==> src/hw/rtl/b64d_pkg.sv <==
// Shared types, codes and the character map for the base64url stream decoder.
// No dependencies; imported by b64d_step and base64url_stream_decoder.
package b64d_pkg;

  localparam int unsigned CharW  = 8;
  localparam int unsigned KindW  = 2;
  localparam int unsigned LenW   = 16;
  localparam int unsigned SextW  = 6;
  localparam int unsigned CountW = 3;

  localparam logic [LenW-1:0] MaxOutputBytesReset = 16'hffff;

  localparam logic [CharW-1:0] CharNul    = 8'h00;
  localparam logic [CharW-1:0] CharDollar = 8'h24;
  localparam logic [CharW-1:0] CharColon  = 8'h3a;
  localparam logic [CharW-1:0] CharDash   = 8'h2d;
  localparam logic [CharW-1:0] CharUnder  = 8'h5f;

  localparam logic [SextW-1:0] SextDash  = 6'd62;
  localparam logic [SextW-1:0] SextUnder = 6'd63;
  localparam logic [SextW-1:0] LowerBase = 6'd26;
  localparam logic [SextW-1:0] DigitBase = 6'd52;

  typedef enum logic [KindW-1:0] {
    KindData    = 2'd0,
    KindDone    = 2'd1,
    KindInvalid = 2'd2,
    KindTooBig  = 2'd3
  } kind_e;

  // Per-string decoder state
  typedef struct packed {
    logic [SextW-1:0]  leftover;
    logic [CountW-1:0] count;
    logic [LenW-1:0]   given;
    logic              error;
  } dec_state_t;

  // One result word from the step logic
  typedef struct packed {
    logic             valid;
    kind_e            kind;
    logic [CharW-1:0] data;
    logic [LenW-1:0]  length;
  } dec_result_t;

  // Map a character to {in_alphabet, sextet}
  function automatic logic [SextW:0] sextet_of(input logic [CharW-1:0] c);
    logic [SextW:0] r;
    r = '0;
    if (c inside {["A":"Z"]}) begin
      r = {1'b1, SextW'(c - CharW'("A"))};
    end else if (c inside {["a":"z"]}) begin
      r = {1'b1, SextW'(c - CharW'("a")) + LowerBase};
    end else if (c inside {["0":"9"]}) begin
      r = {1'b1, SextW'(c - CharW'("0")) + DigitBase};
    end else if (c == CharDash) begin
      r = {1'b1, SextDash};
    end else if (c == CharUnder) begin
      r = {1'b1, SextUnder};
    end
    return r;
  endfunction

endpackage

==> src/hw/rtl/b64d_step.sv <==
// Combinational step of the decoder: one character against the current state.
// Depends on b64d_pkg for the state and result structs and the character map.
module b64d_step
  import b64d_pkg::*;
(
  input  logic [CharW-1:0] char_i,
  input  logic [LenW-1:0]  limit_i,
  input  dec_state_t       state_i,
  output dec_state_t       state_o,
  output dec_result_t      result_o
);

  logic             is_end;
  logic [SextW:0]   sext;
  logic [11:0]      acc;
  logic [3:0]       bits;
  logic [3:0]       rem;
  logic [11:0]      mask;

  assign is_end = (char_i == CharNul) || (char_i == CharDollar) || (char_i == CharColon);
  assign sext   = sextet_of(char_i);
  assign acc    = {state_i.leftover, sext[SextW-1:0]};
  assign bits   = 4'(state_i.count) + 4'd6;
  assign rem    = bits - 4'd8;
  assign mask   = (12'd1 << rem) - 12'd1;

  always_comb begin
    state_o  = state_i;
    result_o = '{valid: 1'b0, kind: KindData, data: '0, length: '0};
    if (is_end) begin
      // End marker: report and clear, silently if an error was already given
      state_o = '0;
      if (!state_i.error) begin
        result_o.valid = 1'b1;
        if (state_i.count >= CountW'(6)) begin
          result_o.kind = KindInvalid;
        end else begin
          result_o.kind   = KindDone;
          result_o.length = state_i.given;
        end
      end
    end else if (!state_i.error) begin
      if (!sext[SextW]) begin
        // Drop the rest of the string after a bad character
        state_o.error  = 1'b1;
        result_o.valid = 1'b1;
        result_o.kind  = KindInvalid;
      end else if (bits >= 4'd8) begin
        result_o.valid = 1'b1;
        if (state_i.given >= limit_i) begin
          state_o.error = 1'b1;
          result_o.kind = KindTooBig;
        end else begin
          result_o.kind  = KindData;
          result_o.data  = 8'(acc >> rem);
          state_o.leftover = SextW'(acc & mask);
          state_o.count    = CountW'(rem);
          state_o.given    = state_i.given + LenW'(1);
        end
      end else begin
        // Hold the bits until a full byte is there
        state_o.leftover = sext[SextW-1:0];
        state_o.count    = CountW'(bits);
      end
    end
  end

endmodule

==> src/hw/rtl/base64url_stream_decoder.sv <==
// Path: an accepted character goes through the input register, then the step logic
// into the result register.
// Throughput: one character per cycle unless the result is stalled; the state
// update of the step logic is combinational, and a stalled result holds the pipeline.
// Reset: control and string state clear; limit_q loads MaxOutputBytesInit (default 65535).
// Top level of the base64url stream decoder; depends on b64d_pkg and b64d_step.
module base64url_stream_decoder
  import b64d_pkg::*;
#(
  parameter logic [LenW-1:0] MaxOutputBytesInit = MaxOutputBytesReset
) (
  input  logic             clk_i,
  input  logic             rst_ni,
  input  logic             cfg_we_i,
  input  logic [LenW-1:0]  cfg_data_i,
  input  logic             in_valid_i,
  output logic             in_ready_o,
  input  logic [CharW-1:0] char_in_i,
  output logic             out_valid_o,
  input  logic             out_ready_i,
  output logic [KindW-1:0] kind_o,
  output logic [CharW-1:0] byte_out_o,
  output logic [LenW-1:0]  length_o
);

  logic [LenW-1:0]  limit_q;
  logic             in_valid_q;
  logic [CharW-1:0] char_q;
  dec_state_t       state_q, state_d;
  dec_result_t      result;
  logic             out_valid_q;
  kind_e            kind_q;
  logic [CharW-1:0] byte_q;
  logic [LenW-1:0]  length_q;
  logic             advance;

  // Advance the held word when the result slot is free or draining
  assign advance    = in_valid_q && (!out_valid_q || out_ready_i);
  assign in_ready_o = !in_valid_q || advance;

  // Output limit register
  always_ff @(posedge clk_i or negedge rst_ni) begin
    if (!rst_ni) begin
      limit_q <= MaxOutputBytesInit;
    end else if (cfg_we_i) begin
      limit_q <= cfg_data_i;
    end
  end

  // Input register
  always_ff @(posedge clk_i or negedge rst_ni) begin
    if (!rst_ni) begin
      in_valid_q <= 1'b0;
    end else if (in_ready_o) begin
      in_valid_q <= in_valid_i;
    end
  end

  always_ff @(posedge clk_i) begin
    if (in_ready_o && in_valid_i) begin
      char_q <= char_in_i;
    end
  end

  b64d_step u_step (
    .char_i   (char_q),
    .limit_i  (limit_q),
    .state_i  (state_q),
    .state_o  (state_d),
    .result_o (result)
  );

  // Decoder state
  always_ff @(posedge clk_i or negedge rst_ni) begin
    if (!rst_ni) begin
      state_q <= '0;
    end else if (advance) begin
      state_q <= state_d;
    end
  end

  // Result register: load a new word, drop a taken one
  always_ff @(posedge clk_i or negedge rst_ni) begin
    if (!rst_ni) begin
      out_valid_q <= 1'b0;
    end else if (advance) begin
      out_valid_q <= result.valid;
    end else if (out_ready_i) begin
      out_valid_q <= 1'b0;
    end
  end

  always_ff @(posedge clk_i) begin
    if (advance && result.valid) begin
      kind_q   <= result.kind;
      byte_q   <= result.data;
      length_q <= result.length;
    end
  end

  assign out_valid_o = out_valid_q;
  assign kind_o      = kind_q;
  assign byte_out_o  = byte_q;
  assign length_o    = length_q;

  // Checks
  a_count_even: assert property (@(posedge clk_i) disable iff (!rst_ni)
    !state_q.count[0] && (state_q.count <= CountW'(6)))
    else $error("bit count left the set 0, 2, 4, 6");

  a_quiet_after_error: assert property (@(posedge clk_i) disable iff (!rst_ni)
    advance && state_q.error |-> !result.valid)
    else $error("result produced while swallowing a failed string");

  a_byte_zero: assert property (@(posedge clk_i) disable iff (!rst_ni)
    out_valid_q && (kind_q != KindData) |-> (byte_q == '0))
    else $error("byte field set on a non-data result");

  a_length_zero: assert property (@(posedge clk_i) disable iff (!rst_ni)
    out_valid_q && (kind_q != KindDone) |-> (length_q == '0))
    else $error("length field set on a result other than done");

  a_no_overwrite: assert property (@(posedge clk_i) disable iff (!rst_ni)
    out_valid_q && !out_ready_i |=> out_valid_q && $stable(byte_q) && $stable(kind_q))
    else $error("pending result overwritten while stalled");

endmodule
==> config.mk <==
export PLATFORM = sky130hd
export DESIGN_NAME = base64url_stream_decoder
export DESIGN_NICKNAME = d
export VERILOG_FILES = /design/src/hw/rtl/b64d_pkg.sv /design/src/hw/rtl/b64d_step.sv /design/src/hw/rtl/base64url_stream_decoder.sv
export SDC_FILE = /design/constraint.sdc
export NUM_CORES = 1
export LEC_CHECK = 0
export BUFFER_PORTS_ARGS = -buffer_cell sky130_fd_sc_hd__clkbuf_2
export CAP_MARGIN = 10
export CORE_MARGIN = 2
export CORE_UTILIZATION = 58
export DETAILED_ROUTE_END_ITERATION = 10
export GPL_TIMING_DRIVEN = 0
export PLACE_DENSITY = 0.89
export SLEW_MARGIN = 40
export SYNTH_ARGS = -nofsm -noshare
export SYNTH_HDL_FRONTEND = slang
export SYNTH_SLANG_ARGS = --single-unit
==> constraint.sdc <==
create_clock -name clk_i -period 5.3 [get_ports clk_i]
set_clock_uncertainty 0.1 [all_clocks]
set_input_delay 1.06 -clock clk_i [delete_from_list [all_inputs] [get_ports clk_i]]
set_output_delay 1.06 -clock clk_i [all_outputs]
set_load 0.05 [all_outputs]
# [Yosys cells after proc, flatten, opt, wreduce, memory -nomap -nowiden]
# Cells that the tools add are included.
[totals] word_cells=86 out_inout_bits=28 ff_bits=78 in_bits=29
[op_classes] n_reduce_logical=20 bitwise_logic=4 shift=2 magnitude_cmp=9 add_sub_neg=9 n_eq_ne=7 mux=24
[ops] op="$mux W26" count=2
[ops] op="$mux W25" count=2
[ops] op="$mux W7" count=5
[ops] op="$eq A8 B6 Y1 const B" count=3
[ops] op="$mux W11" count=2
[ops] op="$mux W17" count=1
[ops] op="$add A16 B1 Y16 const B" count=1
[ops] op="$ge A16 B16 Y1" count=1
[ops] op="$ge A8 B7 Y1 const B" count=2
[ops] op="$le A8 B7 Y1 const B" count=2
[ops] op="$mux W8" count=2
[ops] op="$shr A12 B4 Y8" count=1
[ops] op="$sub A6 B1 Y6 const B" count=2
[ops] op="$sub A6 B6 Y6 const B" count=2
[ops] op="$mux W3" count=3
[ops] op="$mux W9" count=1
[ops] op="$eq A8 B7 Y1 const B" count=1
[ops] op="$ge A8 B6 Y1 const B" count=1
[ops] op="$le A8 B6 Y1 const B" count=1
[ops] op="$logic_not A8 Y1" count=1
[ops] op="$add A6 B5 Y6 const B" count=1
[ops] op="$add A6 B6 Y6 const B" count=1
[ops] op="$and A6 B6 Y6" count=1
[ops] op="$logic_and A1 B1 Y1" count=6
[ops] op="other kinds (17)" count=30

# [Depth between registers and ports, before layout]
# Gate-level depths: netlist of the first run.
[depth] word_depth=13 depth_mapped=13 ltp_nobuf=9

# [By module]
# Synthesis of the first run repeated with hierarchy kept, for this count alone.
[hier_totals] cells_unflattened=495 area_unflattened_um2=5079.9
[modules_own_cells] mod="base64url_stream_decoder" seq_area_each_um2=2142.1 area_each_um2=2801.4 n_inst=1 cells_each=133
[modules_own_cells] mod="b64d_step" seq_area_each_um2=0.0 area_each_um2=2278.4 n_inst=1 cells_each=362

# [Worst setup path after synthesis of the first run]
# No wires, ideal clock.
[synth_timing] path_type="reg2reg" startpoint="register char_q[0]" endpoint="register byte_q[0] (netlist: byte_out_o[0]), enable pin" stages_incl_launch_ff=10 setup_ps=427 n_path_buf=2 arrival_time_ps=3429 setup_slack_ps=1344 path_cell_list="edfxtp_1 -> clkbuf_1 -> inv_1 -> ha_1 -> nor2b_1 -> o21ai_0 -> and3_1 -> buf_4 -> or4_1 -> a31oi_1"
[synth_via] elab_chain_len=10 elab_cells_between_ends=25 cone_classes="6 x order compare; 4 x eq/ne; 8 x mux; 7 x reduce/logical"
[synth_rtl] element="start, declared" line="base64url_stream_decoder.sv:28" text="logic [CharW-1:0] char_q;"
[synth_rtl] element="start signal, assigned" line="base64url_stream_decoder.sv:61" text="char_q <= char_in_i;"
[synth_rtl] element="branches (longest 8 deep; another with $ge A8 B6 Y1)"
[synth_rtl] element="$mux W3 (*)" line="b64d_step.sv:30" text="if (is_end) begin"
[synth_rtl] element="$logic_and A1 B1 Y1 (*)" line="base64url_stream_decoder.sv:94" text="if (advance && result.valid) begin"
[synth_rtl] element="end signal, assigned" line="base64url_stream_decoder.sv:96" text="byte_q <= result.data;"
[synth_rtl] element="end, declared" line="base64url_stream_decoder.sv:33" text="logic [CharW-1:0] byte_q;"
# Mark *: on every way between the ends.
# A chain may end at the register's enable or synchronous reset.

# [Worst setup path in the final report of the first run]
[layout_timing] startpoint="register char_q[0]" endpoint="register length_q[9] (netlist: length_o[9]), enable pin"
[layout_via] elab_chain_len=10 elab_cells_between_ends=25 cone_classes="6 x order compare; 4 x eq/ne; 8 x mux; 7 x reduce/logical"
[layout_rtl] element="branches (longest 8 deep; another with $ge A8 B6 Y1)"
[layout_rtl] element="$mux W3 (*)" line="b64d_step.sv:30"
[layout_rtl] element="$logic_and A1 B1 Y1 (*)" line="base64url_stream_decoder.sv:94"
[layout_rtl] element="end signal, assigned" line="base64url_stream_decoder.sv:97" text="length_q <= result.length;"
[layout_rtl] element="end, declared" line="base64url_stream_decoder.sv:34" text="logic [LenW-1:0] length_q;"
# Marks and branches as above.

==> impl_metrics.json, run 1 <==
{
  "status": "finished, final reports clean",
  "synth-simple-area-share_pct": 17.9,
  "required_ps": 5260,
  "finalWorstSetupSlack_ps": 1810,
  "tightestPinTransition_ps": 602,
  "hold_buffers": 0,
  "worst-path-buf-inv": 4,
  "multi_input_area_um2": 2190,
  "finalWeightedCongestion": 0.885,
  "portBuffers": 56,
  "synth.distinct_cells": 71,
  "ir_worst_vdd_mv": 0.187,
  "synth_compound_area_share_pct": 17.5,
  "diodes": 0,
  "synthAdderAreaFrac_pct": 8.57,
  "drive_gt1_share_pct": 23.6,
  "synth_edf_count": 34,
  "crit_type": "reg2reg",
  "synth_async_sr_flop_share_pct": 55.8,
  "netlist_instances": 439,
  "post_drt_via_cell_ratio": 5.95,
  "cts.repair.resized": 0,
  "clkTransAtPathRegs_ps": 90,
  "grt-ovfl-total": 0,
  "ant_nets": 0,
  "drtIter0Drc": 396,
  "rows": 32,
  "synth-main-ff-cell": "edfxtp_1",
  "ys_seq_area_share_pct": 46.8,
  "final_hold_viol_count": 0,
  "path_max_fanout": 16,
  "cts_setup_buffers": 0,
  "max_cap_violations": 0,
  "worst_setup_path_start_kind": "flip-flop",
  "fp.dieW_um": 92.3,
  "tritoncts": "built",
  "cts_buffers": 9,
  "synth.cell_area_um2": 4530,
  "first_pass_iters": 5,
  "path_cells": "clkbuf_1, inv_1, ha_1, nor2b_1, o21ai_0, and3_1, buf_4, or4_1, a31oi_4, buf_8",
  "cts_buffer_depth": 2,
  "pre_cts_ws_ps": 1860,
  "synthXorXnorAreaFrac_pct": 0.580,
  "power.density_nw_per_um2": 267,
  "finalMaxSlewViolations": 0,
  "syn_nets": 499,
  "cp_top_family": "simple AND/OR/NAND/NOR gates",
  "layout_common_cells": "55 x clkbuf_2, 45 x nand2_1, 34 x edfxtp_1",
  "muxShareOfSynthArea_pct": 3.37,
  "htree_levels": 3,
  "ys_warn_count": 0,
  "p_leak_nw": 2.27,
  "area.sequential_um2": 2120,
  "utilization_pct": 67.9,
  "io_pins": 57,
  "final_common_cell": "clkbuf_2",
  "cp-end-kind": "flip-flop",
  "power.total_mw": 1.39,
  "clock_latency_ps": 350,
  "fillCellCount": 591,
  "rsz0062_at_grt": "no",
  "fmax_mhz": 287,
  "grt_pass1_wl_mm": 16.2,
  "cts_sinks": 77,
  "worst_hold_path_type": "reg2reg",
  "via_count": 3652,
  "dieArea_um2": 8530,
  "tns_ps": 0,
  "finalSetupViolCount": 0,
  "grt_max_degree": 44,
  "grt_pass1_vias": 3423,
  "start_util_pct": 59.2,
  "track_usage_pct": 23.8,
  "drcViolationCount": 0,
  "finalWirelength_mm": 9.77,
  "syn_area_per_cell_um2": 10.3,
  "die-height_um": 92.3,
  "dpl.hpwl_mm": 7.16,
  "critPathArrivalTime_ps": 3450,
  "timing.hold.ws_ps": 408,
  "area_growth_pct": 14.8,
  "root_buffer": "clkbuf_8",
  "final.period_utilization_pct": 65.8,
  "core-area_um2": 7650,
  "nNetsFinal": 567,
  "cp_slowest_cell": "or4_1",
  "antenna_found_initial": 0,
  "slew_headroom_pct": 59.5,
  "post_drt_wl_per_cell_um": 15.9,
  "synth_top_family_by_area": "simple AND/OR/NAND/NOR gates",
  "synth-seq-cells": 77,
  "min_period_ps": 3490,
  "crit_path_max_incr_delay_ps": 620
}
==> final cells by class <==
cell class / count / area share, %
multi-input cells: 308 / 42.1
flip-flops and latches: 77 / 40.7
repair buffers: 57 / 5.73
inverters: 34 / 2.46
well taps: 102 / 2.46
clock buffers: 9 / 2.38
plain buffers: 20 / 2.12
clock inverters: 7 / 2.02
==> path summary, 6_finish.rpt <==
kind | from | to | slack (ps) | cells after the start
setup / recovery | char_q[0] | length_o[9] | 1810 | 10
hold / removal | limit_q[14] | limit_q[14] | 410 | 2
setup reg to reg | char_q[0] | length_o[9] | 1810 | 10
hold reg to reg | limit_q[14] | limit_q[14] | 410 | 2
max in group asynchronous | rst_ni | state_q[21] | 4060 | 1
min in group asynchronous | rst_ni | state_q[7] | 640 | 1
==> through the flow <==
step / instances / instance area (µm²)
2_1_floorplan: 439 / 4530
3_3_place_gp: 597 / 4930
3_5_place_dp: 598 / 4970
4_1_cts: 614 / 5200
5_1_grt: 614 / 5200
6_report: 614 / 5200
==> cells by family after synthesis <==
| logic type | Yosys count |
|---|---|
| buffers and inverters | 54 |
| adders and majority gates | 31 |
| DFF | 77 |
| AOI/OAI and AO/OA | 112 |
| xor gates and xnor gates | 3 |
| and+or+nand+nor | 149 |
| muxes | 13 |
==> cells in the mapped netlist (6+ instances only) <==
master    instances  area (µm²)
o31ai_1          10        75.1
clkbuf_1         11        41.3
a21oi_1          25         125
and2_1           16         100
mux2_2            8        90.1
ha_1             31         388
a21o_1            6        45.0
nor2_1           16        60.1
nor4_1            8        50.1
or4_1            12        90.1
inv_1            32         120
nand2b_1          6        37.5
nand3_1           8        40.0
dfstp_2          16         420
dfrtp_1          27         676
o21ai_0          24         120
o21ai_1           6        30.0
nor2b_1           7        43.8
edfxtp_1         34        1020
nor3_1            6        30.0
nand2_1          45         169
==> metal layers <==
| metal | track usage [%] | wire, µm | vias up |
|---|---|---|---|
| met5 | 0 | 0 | - |
| met1 | 34.6 | 4450 | 1712 |
| met2 | 36.7 | 4560 | 168 |
| met4 | 9.95 | 136 | 0 |
| met3 | 2.52 | 625 | 15 |
| li1 | - | - | 1757 |
==> worst register-to-register path, stage by stage (launching register included) <==
cell      delay [ps]
edfxtp_1         430
clkbuf_1         240
inv_1            160
ha_1             260
nor2b_1          190
o21ai_0          120
and3_1           160
buf_4            150
or4_1            620
a31oi_4          520
buf_8            230
==> state kept, by name, indices dropped and copies added (netlist names) <==
register / flops
in_valid_q: 1
state_q: 25
byte_out_o: 8
out_valid_o: 1
char_q: 8
length_o: 16
limit_q: 16
kind_o: 2
==> power by group <==
part	internal [mW]	switching, mW
combinational	0.0785	0.130
sequential	0.652	0.0170
clock	0.273	0.237
total	1.00	0.383
Power figures use the tool's default switching activity.
==> run 2, diff against run 1 <==
--- a/config.mk
+++ b/config.mk
@@ -5,13 +5,14 @@
 export SDC_FILE = /design/constraint.sdc
 export NUM_CORES = 1
 export LEC_CHECK = 0
+export ABC_AREA = 1
 export BUFFER_PORTS_ARGS = -buffer_cell sky130_fd_sc_hd__clkbuf_2
 export CAP_MARGIN = 10
 export CORE_MARGIN = 2
-export CORE_UTILIZATION = 58
+export CORE_UTILIZATION = 53
 export DETAILED_ROUTE_END_ITERATION = 10
 export GPL_TIMING_DRIVEN = 0
-export PLACE_DENSITY = 0.89
+export PLACE_DENSITY = 0.85
 export SLEW_MARGIN = 40
 export SYNTH_ARGS = -nofsm -noshare
 export SYNTH_HDL_FRONTEND = slang
==> constraint.sdc (replaced) <==
create_clock -name clk_i -period 3.09 [get_ports clk_i]
set_clock_uncertainty 0.1 [all_clocks]
set_input_delay 0.618 -clock clk_i [delete_from_list [all_inputs] [get_ports clk_i]]
set_output_delay 0.618 -clock clk_i [all_outputs]
set_load 0.05 [all_outputs]
==> run 2 against run 1 <==
  * Clock power rose by 49%
  * Highest routed layer unchanged
  * Critical path depth fell by 1
  * Largest cell class unchanged
  * Sequential cell count did not move
  * Non-clock buffer count fell by 3
==> impl_metrics.json, run 2 <==
{
  "root_buffer": "clkbuf_8",
  "hold_buffers": 0,
  "path_cells": "clkbuf_1, clkinvlp_4, ha_1, clkbuf_1, clkinv_1, nand3_1, nand2_1, nand2_1, a21oi_1",
  "max_cap_violations": 0,
  "post_drt_via_cell_ratio": 5.54,
  "r2r_start": "state_q[18]",
  "dp.cells": 765,
  "tritoncts": "built",
  "crit_path_max_incr_delay_ps": 390,
  "nNetsFinal": 729,
  "finalWeightedCongestion": 0.910,
  "dieArea_um2": 9870,
  "crit_path_start": "state_q[18]",
  "synthXorXnorAreaFrac_pct": 2.36,
  "yosysTopAreaCell": "edfxtp_1",
  "layout_common_cells": "149 x nand2_1, 67 x inv_1, 64 x nand3_1",
  "final.period_utilization_pct": 92.4,
  "io_pins": 57,
  "finalWirelength_mm": 11.5,
  "tns_ps": 0,
  "crit_end": "byte_out_o[1]",
  "final_cell_count_no_fill": 782,
  "ir_worst_vdd_mv": 0.220,
  "ys_seq_area_share_pct": 43.9,
  "track_usage_pct": 24.6,
  "ys_warn_count": 0,
  "worst_setup_path_start_kind": "flip-flop",
  "min_period_ps": 2850,
  "synth_compound_area_share_pct": 7.79,
  "ant_nets": 0,
  "drive_gt1_share_pct": 18.4,
  "r2r_cells": 9,
  "tightestPinTransition_ps": 617,
  "post_drt_wl_per_cell_um": 14.7,
  "r2r-end": "byte_out_o[1]",
  "grt-ovfl-total": 0,
  "cts_buffers": 9,
  "rows": 34,
  "synth-seq-cells": 77,
  "portBuffers": 56,
  "finalMaxSlewViolations": 0,
  "clock_latency_ps": 360,
  "status": "finished, final reports clean",
  "cts_buffer_depth": 2,
  "synth_area_leaders": "edfxtp_1 21%, dfrtp_1 14%, nand2_1 12%",
  "syn_area_per_cell_um2": 8.02,
  "via_count": 4335,
  "worst_hold_path_type": "in2async",
  "fmax_mhz": 350,
  "placed_area_um2": 5240,
  "antenna_found_initial": 0,
  "cp_slowest_cell": "dfrtp_1",
  "clkTransAtPathRegs_ps": 80,
  "critPathArrivalTime_ps": 2860,
  "largest-register": "state_q",
  "synth_top_family_by_area": "simple AND/OR/NAND/NOR gates",
  "yosysMostFrequentCell": "nand2_1",
  "synth_top_area_share_pct": 21.2,
  "final_common_cell": "nand2_1",
  "power.density_nw_per_um2": 471,
  "yosys-top-cells-count": "149 x nand2_1, 67 x inv_1, 64 x nand3_1",
  "first_pass_iters": 5,
  "synth_async_sr_flop_share_pct": 55.8,
  "p_leak_nw": 2.57,
  "grt_pass1_wl_mm": 19.6,
  "drtIter0Drc": 302,
  "grt_max_degree": 44,
  "rsz0062_at_grt": "no",
  "synthAdderAreaFrac_pct": 8.05,
  "slew_headroom_pct": 58.8,
  "core-area_um2": 8760,
  "cp-end-kind": "flip-flop",
  "netlist_instances": 601,
  "synth-simple-area-share_pct": 29.5,
  "path_max_fanout": 11,
  "synth.cell_area_um2": 4820,
  "htree_levels": 3,
  "diodes": 0,
  "synth.distinct_cells": 33,
  "syn_nets": 661,
  "fp.dieW_um": 99.4,
  "cts_sinks": 77,
  "synth_edf_count": 34,
  "fillCellCount": 733,
  "design_area_um2": 5460,
  "required_ps": 3100,
  "synth-main-ff-cell": "edfxtp_1",
  "start_util_pct": 55.0,
  "crit_type": "reg2reg",
  "grt_pass1_vias": 4257,
  "die-height_um": 99.4,
  "muxShareOfSynthArea_pct": 0.234,
  "r2r_slack_ps": 240,
  "dpl.hpwl_mm": 8.40,
  "drcViolationCount": 0,
  "area_growth_pct": 13.2,
  "final_hold_viol_count": 0,
  "finalSetupViolCount": 0,
  "largest_reg_flops": 25
}
[run 2: cell types whose count changed after synthesis, moves of 16 or more]
cell / delta
nand2_1: +104
nand3_1: +56
inv_1: +35
nor2_1: +27
and2_1: -16
[run 2: area by class of cell]
class                           count  area, µm²  area share [%]
Buffer                             18        106            1.95
Multi-Input combinational cell    431       2330            42.7
Sequential cell                    77       2120            38.8
Timing Repair Buffer               56        283            5.18
Tap cell                          108        135            2.48
Inverter                           76        289            5.30
Clock buffer                       14        184            3.37
Clock inverter                      2       12.5           0.229
[run 2: logic make-up (layout without fill, tap and decap cells)]
group | Yosys count | count (layout)
multiplexers | 1 | 1
AO/OA/AOI/OAI | 74 | 74
adder cells (fa/ha/maj) | 31 | 31
buffers and inverters | 94 | 166
AND/OR/NAND/NOR | 311 | 312
flip-flops | 77 | 77
XOR/XNOR | 13 | 13
[run 2: through the flow]
step                util [%]  total power, mW  setup WS (ps)  hold WS, ps
floorplan                  -             1.64            317          222
global placement        59.8             1.78           -127          388
detailed placement      59.8             1.81            170          394
CTS                     62.1             2.56            148          212
global route            62.3             2.71           12.1          233
finish                  62.3             2.57            236          183
[run 2: worst min-delay path by stage]
stage                startpoint          end  slack (ps)  cells after the start
floorplan                rst_ni   in_valid_q         220                      0
detailed placement  limit_q[14]  limit_q[14]         390                      2
CTS                      rst_ni   state_q[4]         210                      1
finish                   rst_ni   state_q[4]         180                      1
global placement     limit_q[7]   limit_q[7]         390                      2
global route             rst_ni   state_q[3]         230                      1
[run 2: worst max-delay path, delay by kind of cell (launching register included)]
kind | cells | cell delay, ps
DFF | 1 | 390
AOI/OAI and AO/OA | 1 | 70
and+or+nand+nor | 3 | 290
adders and majority gates | 1 | 350
buffers and inverters | 4 | 1400
[run 2: repair_timing]
item | 4_1_cts | 5_1_grt
endpoints found under the setup margin | 0 | 31
gates resized for setup | 0 | 2
setup buffers | 0 | 0
[run 2: routing by layer]
layer	vias up	GRT usage (%)	routed length [µm]
met5	-	0	0
met2	189	39.3	5250
met1	2004	34.3	5180
met4	0	8.96	255
met3	28	3.58	824
li1	2114	-	-
[run 2: report_power, final]
| group | switching [mW] | leakage, nW | internal (mW) |
|---|---|---|---|
| Sequential | 0.0697 | 0.762 | 1.16 |
| Clock | 0.371 | 0.103 | 0.387 |
| Combinational | 0.387 | 1.70 | 0.196 |
| Total | 0.828 | 2.57 | 1.74 |
==> run 3, diff against run 2 <==
--- a/config.mk
+++ b/config.mk
@@ -5,14 +5,13 @@
 export SDC_FILE = /design/constraint.sdc
 export NUM_CORES = 1
 export LEC_CHECK = 0
-export ABC_AREA = 1
 export BUFFER_PORTS_ARGS = -buffer_cell sky130_fd_sc_hd__clkbuf_2
 export CAP_MARGIN = 10
 export CORE_MARGIN = 2
 export CORE_UTILIZATION = 53
 export DETAILED_ROUTE_END_ITERATION = 10
 export GPL_TIMING_DRIVEN = 0
-export PLACE_DENSITY = 0.85
+export PLACE_DENSITY = 0.86
 export SLEW_MARGIN = 40
 export SYNTH_ARGS = -nofsm -noshare
 export SYNTH_HDL_FRONTEND = slang
==> run 3 against run 2 <==
  * Count of clock-buffer cells in the layout shrank 3
  * Register-to-register slack worse by 200 ps
  * Sequential cell count stayed put
  * Critical path depth is 1 higher
  * Global-route usage increased by 0.18 points
  * Combinational power is 33% lower
  * Design area hardly changed
  * Worst hold slack about the same
  * Critical endpoint is now state_q[13]
  * Highest routed layer unchanged
==> impl_metrics.json, run 3 (synthesis gave the netlist of run 1 again) <==
{
  "worst-path-buf-inv": 3,
  "finalMaxSlewViolations": 0,
  "finalWirelength_mm": 10.8,
  "dpl.hpwl_mm": 7.35,
  "track_usage_pct": 24.8,
  "core-area_um2": 8260,
  "cts_buffer_depth": 2,
  "final.period_utilization_pct": 98.8,
  "die-height_um": 96.4,
  "worst_hold_path_type": "in2async",
  "grt_pass1_wl_mm": 17.5,
  "cp_slowest_cell": "dfstp_2",
  "final_hold_viol_count": 0,
  "max_cap_violations": 0,
  "crit_type": "reg2reg",
  "rows": 33,
  "worst_setup_path_start_kind": "flip-flop",
  "crit_path_max_incr_delay_ps": 520,
  "drtIter0Drc": 326,
  "placed_area_um2": 4960,
  "start_util_pct": 54.8,
  "rsz0062_at_grt": "yes",
  "clkTransAtPathRegs_ps": 80,
  "tightestPinTransition_ps": 586,
  "drcViolationCount": 0,
  "ant_nets": 0,
  "final_cell_count_no_fill": 629,
  "post_drt_via_cell_ratio": 6.04,
  "cp_common_cell": "inv_1",
  "root_buffer": "clkbuf_8",
  "grt-ovfl-total": 0,
  "path_cells": "inv_1, ha_1, nand4_1, inv_1, a2111oi_4, o21ai_2, o31a_1, buf_6, or4_1, a21oi_2",
  "clock_latency_ps": 360,
  "cp_top_family": "compound AO/OA/AOI/OAI gates",
  "min_period_ps": 3050,
  "finalWeightedCongestion": 0.865,
  "first_pass_iters": 5,
  "largest-register": "state_q",
  "nNetsFinal": 579,
  "cts_buffers": 9,
  "layout_common_cells": "56 x clkbuf_2, 45 x nand2_1, 34 x edfxtp_1",
  "tritoncts": "built",
  "critPathArrivalTime_ps": 3250,
  "slew_headroom_pct": 60.9,
  "fmax_mhz": 327,
  "hold_buffers": 0,
  "grt_pass1_vias": 3600,
  "required_ps": 3280,
  "io_pins": 57,
  "drive_gt1_share_pct": 29.4,
  "area_growth_pct": 20.6,
  "power.density_nw_per_um2": 425,
  "post_drt_wl_per_cell_um": 17.2,
  "via_count": 3799,
  "diodes": 0,
  "largest_reg_flops": 25,
  "ir_worst_vdd_mv": 0.235,
  "fp.dieW_um": 96.4,
  "finalWorstSetupSlack_ps": 36.3,
  "tns_ps": 0,
  "cts_sinks": 77,
  "design_area_um2": 5460,
  "portBuffers": 56,
  "finalSetupViolCount": 0,
  "pre_cts_ws_ps": -450,
  "cp-end-kind": "flip-flop",
  "htree_levels": 3,
  "p_leak_nw": 2.34,
  "dieArea_um2": 9300,
  "grt_max_degree": 44,
  "path_max_fanout": 8,
  "antenna_found_initial": 0,
  "dp.cells": 600,
  "final_common_cell": "clkbuf_2",
  "status": "finished, final reports clean"
}
## run 3: cell types whose count changed in the layout (fill, tap and decap cells not counted), sizes merged, moves of 13 or more
cell and delta:
nand2 -112, nand3 -59, inv -42, nor2 -32, o21ai -19, and2 +16, buf +13
## run 3: power breakdown
group / switching, mW / leakage [nW] / internal (mW)
clock: 0.389 / 0.0976 / 0.397
combinational: 0.240 / 1.36 / 0.148
sequential: 0.0280 / 0.878 / 1.12
total: 0.657 / 2.34 / 1.66
## run 3: cell type report
cell class / instances / area, µm²
buffer: 20 / 130
clock buffer: 11 / 141
clock inverter: 5 / 58.8
fill: 643 / 2800
inverter: 34 / 131
multi-input combinational: 309 / 2360
sequential: 77 / 2120
tap: 105 / 131
timing repair buffer: 68 / 385
## run 3: per-stage QoR
| step | total power, mW | utilization (%) | hold slack [ps] |
|---|---|---|---|
| 6_report | 2.32 | 66.1 | 182 |
| 5_1_grt | 2.43 | 66.1 | 219 |
| 4_1_cts | 2.30 | 64.1 | 191 |
| 3_5_place_dp | 1.51 | 60.0 | 382 |
| 3_3_place_gp | 1.50 | 60.0 | 379 |
| 2_1_floorplan | 1.41 | - | 222 |
## run 3: timing repair
action | 4_1_cts | 5_1_grt
endpoints found under the setup margin | 58 | 33
resized for setup | 14 | 27
pin swaps | 5 | 5
cloned | 1 | 0
setup buffers | 7 | 5
## run 3: worst paths after layout
path | from | endpoint | slack [ps] | cells after the start
worst max-delay path | limit_q[14] | state_q[13] | 40 | 10
worst min-delay path | rst_ni | state_q[13] | 180 | 1
worst max register to register | limit_q[14] | state_q[13] | 40 | 10
worst min register to register | limit_q[6] | limit_q[6] | 410 | 2
max in group asynchronous | rst_ni | in_valid_q | 2310 | 1
min in group clk_i | char_in_i[0] | char_q[0] | 330 | 1
## run 3: metal layers
metal	GRT usage [%]	share of wire, %
met1	34.8	42
met2	38.1	48
met3	3.49	8.3
met4	11.6	1.8
met5	0	0
